==> config.mk <==
export PLATFORM = sky130hd
export DESIGN_NAME = heap_sort_engine_unit
export DESIGN_NICKNAME = d
export VERILOG_FILES = /design/src/rtl/hse_pkg.sv /design/src/rtl/heap_sort_engine_unit.sv
export VERILOG_INCLUDE_DIRS = /design/src /design/src/rtl
export SDC_FILE = /design/constraint.sdc
export NUM_CORES = 2
export LEC_CHECK = 0
export ABC_AREA = 0
export BUFFER_PORTS_ARGS = -buffer_cell sky130_fd_sc_hd__buf_2
export CORE_UTILIZATION = 40
export DETAILED_ROUTE_END_ITERATION = 10
export PLACE_DENSITY = 0.54
export REMOVE_ABC_BUFFERS = 1
export SLEW_MARGIN = 30
export SYNTH_ARGS = -nofsm -noshare
export SYNTH_HDL_FRONTEND = slang
export SYNTH_SLANG_ARGS = --single-unit
==> constraint.sdc <==
create_clock -name clk -period 7.5 [get_ports clk]
set_input_delay 0 -clock clk [delete_from_list [all_inputs] [get_ports clk]]
set_output_delay 0 -clock clk [all_outputs]
set_load 0.005 [all_outputs]
==> src/rtl/heap_sort_engine_unit_defines.svh <==
// Assertion macros shared by the heap sort engine RTL.
`ifndef HEAP_SORT_ENGINE_UNIT_DEFINES_SVH
`define HEAP_SORT_ENGINE_UNIT_DEFINES_SVH

`ifndef NO_ASSERTIONS
// Check a property on every rising edge of clk outside reset.
`define HSE_ASSERT(lbl, prop, msg) \
    lbl: assert property (@(posedge clk) disable iff (!rst_n) prop) else $error(msg);
// Check a property on every rising edge of clk, reset included.
`define HSE_ASSERT_ALWAYS(lbl, prop, msg) \
    lbl: assert property (@(posedge clk) prop) else $error(msg);
`else
`define HSE_ASSERT(lbl, prop, msg)
`define HSE_ASSERT_ALWAYS(lbl, prop, msg)
`endif

`endif

==> src/rtl/hse_pkg.sv <==
// Package of types and constants for the heap sort engine.
package hse_pkg;

    localparam int DATA_W        = 32;
    localparam int MAX_ITEMS_DEF = 64;

    typedef struct packed {
        logic signed [DATA_W-1:0] value;
        logic                     last;
    } item_t;

    typedef struct packed {
        logic signed [DATA_W-1:0] sorted_value;
        logic                     final_res;
        logic                     dropped;
    } result_t;

endpackage

==> src/rtl/heap_sort_engine_unit.sv <==
// Heap sort engine: collects signed values into a local store and emits them in ascending order.
//
// Items are taken one per cycle into a store of MAX_ITEMS entries; the item with last set closes
// the set and the block then stalls its input until the last result of the set has been loaded
// into the result register. Sorting runs on one store with a single write port and one read port
// under a small sequencer: each sift level reads the left child, reads the right child if there
// is one, compares and writes back, a sift that ends on a leaf writes the entry back from S_SL,
// each parent of the build phase is first fetched through S_BSTART and S_LDCUR, each heap
// extraction swaps the root through S_EX0, S_EX1 and S_EX2, and each result is read out through
// S_ERD and S_EOUT and loaded once the output is free. The store's one read port sets the pace
// of the sort. Values arriving when the store is full are discarded and every result of that set
// carries the dropped flag. The result register decouples the output, so the last result of a
// set may still wait while the first item of the next set is accepted.
module heap_sort_engine_unit #(
    parameter int MAX_ITEMS = hse_pkg::MAX_ITEMS_DEF
) (
    input  logic            clk,
    input  logic            rst_n,
    input  logic            item_valid,
    output logic            item_stall,
    input  hse_pkg::item_t  item,
    output logic            result_valid,
    input  logic            result_stall,
    output hse_pkg::result_t result
);

`include "heap_sort_engine_unit_defines.svh"

    localparam int ADDR_W = $clog2(MAX_ITEMS);
    localparam int CNT_W  = ADDR_W + 1;
    localparam int DW     = hse_pkg::DATA_W;

    localparam logic [CNT_W-1:0] MAX_CNT = CNT_W'(MAX_ITEMS);

    // sequencer states
    localparam logic [3:0] S_IDLE   = 4'd0;
    localparam logic [3:0] S_BSTART = 4'd1;
    localparam logic [3:0] S_LDCUR  = 4'd2;
    localparam logic [3:0] S_SL     = 4'd3;
    localparam logic [3:0] S_SR     = 4'd4;
    localparam logic [3:0] S_CMP    = 4'd5;
    localparam logic [3:0] S_DEC    = 4'd6;
    localparam logic [3:0] S_EX0    = 4'd7;
    localparam logic [3:0] S_EX1    = 4'd8;
    localparam logic [3:0] S_EX2    = 4'd9;
    localparam logic [3:0] S_ERD    = 4'd10;
    localparam logic [3:0] S_EOUT   = 4'd11;

    localparam logic PH_BUILD   = 1'b0;
    localparam logic PH_EXTRACT = 1'b1;

    // store, single write port and one registered read port
    logic signed [DW-1:0] mem [MAX_ITEMS];
    logic signed [DW-1:0] mem_q_reg;
    logic                 wr_en;
    logic [ADDR_W-1:0]    wr_addr;
    logic signed [DW-1:0] wr_data;
    logic [ADDR_W-1:0]    rd_addr;

    // control and datapath registers
    logic [3:0]           state_reg,   state_next;
    logic                 phase_reg,   phase_next;
    logic [CNT_W-1:0]     fill_reg,    fill_next;
    logic                 ovf_reg,     ovf_next;
    logic [CNT_W-1:0]     len_reg,     len_next;
    logic [CNT_W-1:0]     par_reg,     par_next;
    logic [ADDR_W-1:0]    pos_reg,     pos_next;
    logic [ADDR_W-1:0]    cidx_reg,    cidx_next;
    logic [ADDR_W-1:0]    k_reg,       k_next;
    logic signed [DW-1:0] cur_reg,     cur_next;
    logic signed [DW-1:0] child_reg,   child_next;
    logic                 rvalid_reg,  rvalid_next;
    hse_pkg::result_t     result_reg,  result_next;

    logic [CNT_W-1:0]     lft;
    logic [CNT_W-1:0]     rgt;
    logic                 item_acc;
    logic                 out_free;
    logic                 emit_last;
    logic                 sift_done;

    assign lft       = {pos_reg, 1'b1};
    assign rgt       = lft + CNT_W'(1);
    assign item_acc  = item_valid && !item_stall;
    assign out_free  = !rvalid_reg || !result_stall;
    assign emit_last = (CNT_W'(k_reg) + CNT_W'(1)) == fill_reg;

    assign item_stall   = (state_reg != S_IDLE);
    assign result_valid = rvalid_reg;
    assign result       = result_reg;

    // store access
    always_ff @(posedge clk)
    begin
        if (wr_en)
        begin
            mem[wr_addr] <= wr_data;
        end
        mem_q_reg <= mem[rd_addr];
    end

    // sequencer
    always_comb
    begin
        state_next  = state_reg;
        phase_next  = phase_reg;
        fill_next   = fill_reg;
        ovf_next    = ovf_reg;
        len_next    = len_reg;
        par_next    = par_reg;
        pos_next    = pos_reg;
        cidx_next   = cidx_reg;
        k_next      = k_reg;
        cur_next    = cur_reg;
        child_next  = child_reg;
        rvalid_next = rvalid_reg;
        result_next = result_reg;
        wr_en       = 1'b0;
        wr_addr     = pos_reg;
        wr_data     = cur_reg;
        rd_addr     = pos_reg;
        sift_done   = 1'b0;

        // drop the result once it has been taken
        if (rvalid_reg && !result_stall)
        begin
            rvalid_next = 1'b0;
        end

        unique case (state_reg)
            S_IDLE:
            begin
                if (item_acc)
                begin
                    if (fill_reg < MAX_CNT)
                    begin
                        wr_en     = 1'b1;
                        wr_addr   = fill_reg[ADDR_W-1:0];
                        wr_data   = item.value;
                        fill_next = fill_reg + CNT_W'(1);
                    end
                    else
                    begin
                        ovf_next = 1'b1;
                    end
                    if (item.last)
                    begin
                        len_next   = fill_next;
                        par_next   = fill_next >> 1;
                        k_next     = '0;
                        state_next = S_BSTART;
                    end
                end
            end
            S_BSTART:
            begin
                // sift the next parent, or move on to extraction
                if (par_reg != '0)
                begin
                    pos_next   = ADDR_W'(par_reg - CNT_W'(1));
                    rd_addr    = ADDR_W'(par_reg - CNT_W'(1));
                    phase_next = PH_BUILD;
                    state_next = S_LDCUR;
                end
                else
                begin
                    state_next = S_EX0;
                end
            end
            S_LDCUR:
            begin
                cur_next   = mem_q_reg;
                state_next = S_SL;
            end
            S_SL:
            begin
                if (lft < len_reg)
                begin
                    rd_addr    = lft[ADDR_W-1:0];
                    state_next = S_SR;
                end
                else
                begin
                    wr_en     = 1'b1;
                    sift_done = 1'b1;
                end
            end
            S_SR:
            begin
                child_next = mem_q_reg;
                cidx_next  = lft[ADDR_W-1:0];
                if (rgt < len_reg)
                begin
                    rd_addr    = rgt[ADDR_W-1:0];
                    state_next = S_CMP;
                end
                else
                begin
                    state_next = S_DEC;
                end
            end
            S_CMP:
            begin
                // keep the larger child
                if (mem_q_reg > child_reg)
                begin
                    child_next = mem_q_reg;
                    cidx_next  = rgt[ADDR_W-1:0];
                end
                state_next = S_DEC;
            end
            S_DEC:
            begin
                wr_en = 1'b1;
                if (child_reg > cur_reg)
                begin
                    wr_data    = child_reg;
                    pos_next   = cidx_reg;
                    state_next = S_SL;
                end
                else
                begin
                    sift_done = 1'b1;
                end
            end
            S_EX0:
            begin
                if (len_reg > CNT_W'(1))
                begin
                    rd_addr    = '0;
                    phase_next = PH_EXTRACT;
                    state_next = S_EX1;
                end
                else
                begin
                    state_next = S_ERD;
                end
            end
            S_EX1:
            begin
                child_next = mem_q_reg;
                rd_addr    = ADDR_W'(len_reg - CNT_W'(1));
                state_next = S_EX2;
            end
            S_EX2:
            begin
                // park the root at the end, sift the displaced entry from the top
                wr_en      = 1'b1;
                wr_addr    = ADDR_W'(len_reg - CNT_W'(1));
                wr_data    = child_reg;
                cur_next   = mem_q_reg;
                len_next   = len_reg - CNT_W'(1);
                pos_next   = '0;
                state_next = S_SL;
            end
            S_ERD:
            begin
                rd_addr    = k_reg;
                state_next = S_EOUT;
            end
            S_EOUT:
            begin
                rd_addr = k_reg;
                if (out_free)
                begin
                    rvalid_next              = 1'b1;
                    result_next.sorted_value = mem_q_reg;
                    result_next.final_res    = emit_last;
                    result_next.dropped      = ovf_reg;
                    if (emit_last)
                    begin
                        fill_next  = '0;
                        ovf_next   = 1'b0;
                        state_next = S_IDLE;
                    end
                    else
                    begin
                        k_next     = k_reg + ADDR_W'(1);
                        state_next = S_ERD;
                    end
                end
            end
            default:
            begin
                state_next = S_IDLE;
            end
        endcase

        // return from a sift to the phase that called it
        if (sift_done)
        begin
            if (phase_reg == PH_BUILD)
            begin
                par_next   = par_reg - CNT_W'(1);
                state_next = S_BSTART;
            end
            else
            begin
                state_next = S_EX0;
            end
        end
    end

    // control registers
    always_ff @(posedge clk or negedge rst_n)
    begin
        if (!rst_n)
        begin
            state_reg  <= S_IDLE;
            phase_reg  <= PH_BUILD;
            fill_reg   <= '0;
            ovf_reg    <= 1'b0;
            rvalid_reg <= 1'b0;
        end
        else
        begin
            state_reg  <= state_next;
            phase_reg  <= phase_next;
            fill_reg   <= fill_next;
            ovf_reg    <= ovf_next;
            rvalid_reg <= rvalid_next;
        end
    end

    // datapath registers
    always_ff @(posedge clk)
    begin
        len_reg    <= len_next;
        par_reg    <= par_next;
        pos_reg    <= pos_next;
        cidx_reg   <= cidx_next;
        k_reg      <= k_next;
        cur_reg    <= cur_next;
        child_reg  <= child_next;
        result_reg <= result_next;
    end

    `HSE_ASSERT_ALWAYS(a_reset_idle, !rst_n |=> !result_valid && !item_stall, "busy after reset")
    `HSE_ASSERT(a_fill_bound, fill_reg <= MAX_CNT, "fill count beyond capacity")
    `HSE_ASSERT(a_last_starts_sort, item_acc && item.last |=> state_reg == S_BSTART, "no sort")
    `HSE_ASSERT(a_hole_in_heap, state_reg == S_SL |-> CNT_W'(pos_reg) < len_reg, "hole outside heap")
    `HSE_ASSERT(a_len_in_fill, state_reg != S_IDLE |-> len_reg <= fill_reg, "heap beyond set")
    `HSE_ASSERT(a_emit_in_set, state_reg == S_EOUT |-> CNT_W'(k_reg) < fill_reg, "emit beyond set")

endmodule
-- Yosys cells after proc, flatten, opt, wreduce, memory -nomap -nowiden
Memory sizes are Yosys's and may differ from the RTL's. A register that Yosys moved wholly into a read port is not among the register bits.
Index checks and enable logic that the tools add are counted.
- multiply operators: 0
- divide/modulo/power cells: 0
- magnitude comparators: 6
- reductions and logical operators: 29
- eq/ne operators: 27
- mux-type cells: 67
- shifts and indexed selects: 0
- $add $sub $neg: 6
- bitwise operators: 0
- operators by type and width (kind ; count):
    32-bit two-way mux ; 4
    32-bit one-hot mux with 3 select lines ; 1
    7-bit two-way mux ; 11
    6-bit two-way mux ; 12
    32-bit > comparator ; 2
    32-bit one-hot mux with 2 select lines ; 1
    4-bit one-hot mux with 11 select lines ; 1
    6-bit one-hot mux with 2 select lines ; 3
    6-bit one-hot mux with 6 select lines ; 1
    4-bit two-way mux ; 7
    7-bit one-hot mux with 2 select lines ; 2
    2-bit != test, second input constant ; 10
    6-bit one-hot mux with 3 select lines ; 1
    4-bit by 3-bit equality test with 1-bit output, second input constant ; 4
    4-bit equality test, second input constant ; 4
    1-bit two-way mux ; 15
    3-bit != test, second input constant ; 5
    5-bit AND reduction ; 3
    7-bit by 1-bit adder with 7-bit output, second input constant ; 2
    7-bit less-than comparator ; 2
    7-bit by 1-bit subtractor with 7-bit output, second input constant ; 2
    2-bit nonzero test ; 5
    4-bit by 2-bit equality test with 1-bit output, second input constant ; 2
    2-bit AND reduction ; 4
    20 further kinds ; 31
- memory bits (writable): 2048
- memory bits (read-only): 0
- register bits after elaboration: 144
- latch bits: 0
- memories kept: 1
- output and inout bits: 36
- memories (memory ; depth ; bits a word ; rd ports ; clocked after Yosys merged registers in ; wr ports ; RTL line ; text):
    mem ; 64 ; 32 ; 1 ; 1 ; 1 ; heap_sort_engine_unit.sv:53 ; logic signed [DW-1:0] mem [MAX_ITEMS];

-- Longest topological paths before layout
- depth in word-level cells: 7
- depth in mapped cells: 20
- mapped depth without buffers: 14

-- Worst setup path after synthesis
No wires, ideal clock.
- path type: flip-flop to flip-flop
- from: register state_reg[3]
- to: memory mem[49][0] (netlist name) (enable)
- setup time: 0.421 ns
- slack: 3.043 ns
- cell stages (with the launch flop): 12
- data arrival time: 4.035 ns
- buffers on the path: 3
- clock period less this slack: 4.457 ns
- cells stage by stage: dfrtp_1 > clkbuf_1 > clkbuf_1 > nor4_1 > and3_1 > clkbuf_1 > a21oi_1 > a221oi_1 > nand2_1 > nor3_1 > nand2_1 > nor2_1
- longest elaborated chain between the ends: 7
- elaborated cells between the ends (all ways): 14
- RTL lines (element ; RTL line ; text):
    start, declared ; heap_sort_engine_unit.sv:61 ; logic [3:0] state_reg, state_next;
    start signal, assigned ; heap_sort_engine_unit.sv:317 ; state_reg <= state_next;
    4-bit nonzero test ; heap_sort_engine_unit.sv:88 ; assign item_stall = (state_reg != S_IDLE);
    1-bit zero test ; heap_sort_engine_unit.sv:84 ; assign item_acc = item_valid && !item_stall;
    1-bit logical AND ; heap_sort_engine_unit.sv:84 ;
    1-bit two-way mux ; heap_sort_engine_unit.sv:133 ; if (item_acc)
    1-bit one-hot mux with 3 select lines ; heap_sort_engine_unit.sv:130 ; unique case (state_reg)
    1-bit two-way mux ; heap_sort_engine_unit.sv:95 ; if (wr_en)
    1-bit two-way mux (implied by the code) ; heap_sort_engine_unit.sv:97 ; mem[wr_addr] <= wr_data;
    end, declared ; heap_sort_engine_unit.sv:53 ;
Parallel ways exist; a longest one is shown, timed or not.

-- Final worst setup path
- from: register pos_reg[0]
- to: register mem_q_reg[0] (read register of mem)
- longest elaborated chain between the ends: 4
- elaborated cells between the ends (all ways): 8
- RTL lines (element ; RTL line ; text):
    start, declared ; heap_sort_engine_unit.sv:67 ; logic [ADDR_W-1:0] pos_reg, pos_next;
    start signal, assigned ; heap_sort_engine_unit.sv:330 ; pos_reg <= pos_next;
    7-bit by 1-bit adder with 7-bit output ; heap_sort_engine_unit.sv:83 ; assign rgt = lft + CNT_W'(1);
    7-bit less-than comparator ; heap_sort_engine_unit.sv:192 ; if (rgt < len_reg)
    6-bit two-way mux ; heap_sort_engine_unit.sv:192 ;
    6-bit one-hot mux with 6 select lines * ; heap_sort_engine_unit.sv:130 ;
    end, declared ; heap_sort_engine_unit.sv:54 ; logic signed [DW-1:0] mem_q_reg;
Every way passes the cells marked *; elsewhere a longest branch is shown, timed or not.
A chain may end at the register's enable or synchronous reset.

==> results.tsv <==
stage	metric	value	unit
run_status	status	finished, final reports clean	
floorplan	Die Span X	472.8	um
sta	worst-case clock skew	0.04448	ns
synth	most frequent cell after synthesis	edfxtp_1	
grt	vias in the first global route	49770	
drt	DRC	0	
final_layout	fin nets	5676	
grt	global-route wire length before repair	380600	um
drt	ANT nets after route	0	
floorplan	row count	172	
min_path	Hold WC Path Type	in2reg	
critical_path	CP delay by family, top	compound AO/OA/AOI/OAI gates	
synth	Post-synth EDFFs	2171	
min_path	HP Start	item[12]	
clock_network	CTS tree	yes	
critical_path	Critical Path Start Type	flip-flop	
synth	dominant cell type by area after synthesis	edfxtp_1	
critical_path	endpoint type of the worst setup path	flip-flop	
synth	Syn Inst Count	5350	
drt	WL/cell	30.88	um
final_layout	Synth-to-Final Area Change	15.17	%
grt	initial antenna violation count	14	
synth	post-synthesis sequential area ratio	0.7481	
floorplan	Ports	73	
final_layout	area of the multi-input gates	21360	um2
floorplan	die area	223500	um2
final_layout	register area	66320	um2
floorplan	Starting Density	0.4031	
critical_path	critical path cell sequence	ha_1 -> nand3_1 -> xnor2_1 -> ha_1 -> nand2_1 -> o21ai_0 -> nor3_1 -> a221o_1 -> a21o_4 -> buf_4 -> buf_4 -> mux4_2 -> nand2_1 -> nor4b_1 -> a31oi_1 -> a22o_1	
synth	Synthesis Warnings	0	
critical_path	CP Max Fanout	49	
synth	Avg Inst Size Synth	16.57	um2
critical_path	Critical Path RT	8.27	ns
placed_design	Area after DPL	94610	um2
floorplan	Die H	472.8	um
synth	area fraction of the dominant cell type after synthesis	0.7353	
critical_path	CP startpoint	pos_reg[0]	
sta	crit path time final	6.346	ns
drt	final wirelength	268900	um
drt	via count	51530	
clock_network	CTS Buf Count	226	
sta	worst-margin pin slew	1.052	ns
drt	DRT Pass-1 Iters	6	
clock_network	Clk pin slew, worst setup/hold paths	0.06	ns
synth	Yosys cell types	84	
sta	Final Hold Viols	0	
final_layout	Post-Layout Inst Area	102100	um2
sta	headroom to the max-slew limit	0.2940	
synth	ys flop type	edfxtp_1	
critical_path	Worst path max stage delay	0.70	ns
critical_path	critical path's slowest cell	nor4b_1	
sta	final cycle utilization of the critical path	0.8461	
placed_design	placer congestion estimate	0.8690	
clock_network	setup bufs post-CTS	0	
grt	largest net degree at the start of global routing	123	
clock_network	Worst-Skew Late Latency	0.87	ns
synth	ys async rst share	0.006295	
critical_path	CP bufs+invs	2	
final_layout	layout cells sized above 1	0.1795	
synth	top cells by area, synth	edfxtp_1 74%, mux4_2 6.0%, nand2_1 3.3%, nand3_1 1.8%, a311oi_1 1.3%	
sta	Fmax	157.6	MHz
placed_design	PortBufs	72	
floorplan	core box area	219900	um2
final_layout	max reg flops	2048	
clock_network	H-tree depth	4	
synth	Post-Syn Area	88660	um2
clock_network	Longest Clk Path Bufs	3	
sta	RSZ-0062 raised after global routing	no	
grt	Overflow after GRT	0	
grt	gr usage total	0.2386	
job	MaxCap Viol Count	0	
critical_path	FF-to-FF Start	pos_reg[0]	
critical_path	WS Path Type	reg2reg	
clock_network	clock root buffer	clkbuf_16	
final_layout	Fillers	18920	
sta	Max Transition Viols Final	0	
sta	setup violators final	0	
drt	DR iter-0 viols	6040	
drt	Vias/cell	5.917	
critical_path	Critical Path AT	7.11	ns
clock_network	Clock Sinks	2224	
placed_design	Final HPWL DP	160400	um
synth	synth cell count leaders	2171 x edfxtp_1, 779 x nand2_1, 321 x nand3_1	
synth	synthesized flop and latch total	2224	
worst register-to-register path: stages, from the launching register on:
cell,delay [ns]
edfxtp_1,0.69
ha_1,0.42
nand3_1,0.13
xnor2_1,0.23
ha_1,0.29
nand2_1,0.09
o21ai_0,0.13
nor3_1,0.37
a221o_1,0.31
a21o_4,0.68
buf_4,0.49
buf_4,0.51
mux4_2,0.43
nand2_1,0.12
nor4b_1,0.70
a31oi_1,0.33
a22o_1,0.32
area by class of cell:
class	count	share of cell area
flip-flops and latches	2224	0.6495
clock inverters	112	0.01095
diodes	5	0.0001225
well taps	2958	0.03625
clock buffers	304	0.06056
inverters	82	0.003014
multi-input cells	2701	0.2092
repair buffers	322	0.03032
timing repair:
item                                   CTS  global route
hold buffers                            11             0
endpoints found under the hold margin  100             0
resized for setup                        0             0
cell usage in the layout (no fill, tap or decap), types with 20 or more instances in the layout:
cell,instances
a22oi_1,44
a311oi_1,116
nand3_1,319
clkinv_2,41
nor2_1,63
nand2_1,777
ha_1,82
nor2_4,65
clkbuf_16,230
dfxtp_1,39
edfxtp_1,2171
and3_1,114
a21o_1,26
a222oi_1,31
mux4_2,238
a31o_1,31
a221o_2,21
bufinv_16,20
mux2i_1,96
buf_12,26
a21oi_1,66
buf_16,23
and2_1,29
a211oi_1,113
buf_4,184
nor4_1,28
buf_2,72
a32oi_1,84
clkinv_1,35
clkbuf_1,59
inv_1,82
a31oi_1,46
o21ai_0,36
worst paths after layout:
kind	to	slack (ns)	cells past startpoint
max	mem_q_reg[0]	1.15	16
min	mem[31][11]	0.01	2
max reg2reg	mem_q_reg[0]	1.15	16
min reg2reg	result[0]	0.49	0
max in group asynchronous	state_reg[3]	6.80	3
min in group asynchronous	phase_reg	0.27	3
per-stage QoR:
stage / util / setup TNS, ns / worst slack [ns] / cells / hold slack, ns
2_1_floorplan: - / -281.86 / -8.841 / 5007 / -0.2956
6_report: 0.4642 / 0 / 1.154 / 8708 / 0.01488
4_1_cts: 0.4639 / 0 / 1.169 / 8702 / 0.009722
5_1_grt: 0.4642 / 0 / 0.8655 / 8704 / 0.01551
3_3_place_gp: 0.4257 / 0 / 0.8134 / 8243 / -0.08105
3_5_place_dp: 0.4302 / 0 / 1.190 / 8275 / -0.08094
per-layer routing:
| metal | track usage | vias to the layer above | part of all wire |
|---|---|---|---|
| met5 | 0 | - | 0.00013 |
| met4 | 0.06286 | 6 | 0.025 |
| met3 | 0.04346 | 338 | 0.078 |
| met2 | 0.3747 | 2100 | 0.47 |
| met1 | 0.3414 | 27290 | 0.43 |
| li1 | - | 21790 | - |
cell families after synthesis:
logic type,after synthesis,share of synthesized area
AO/OA/AOI/OAI,762,0.06799
XOR/XNOR,30,0.002964
adder cells (fa/ha/maj),82,0.01157
buffers and inverters,425,0.02231
flip-flops,2224,0.7481
multiplexers,338,0.07180
AND/OR/NAND/NOR,1489,0.07528
Power is not shown: default switching activity piles up to over one toggle a cycle in this logic, so the estimate is an artifact.
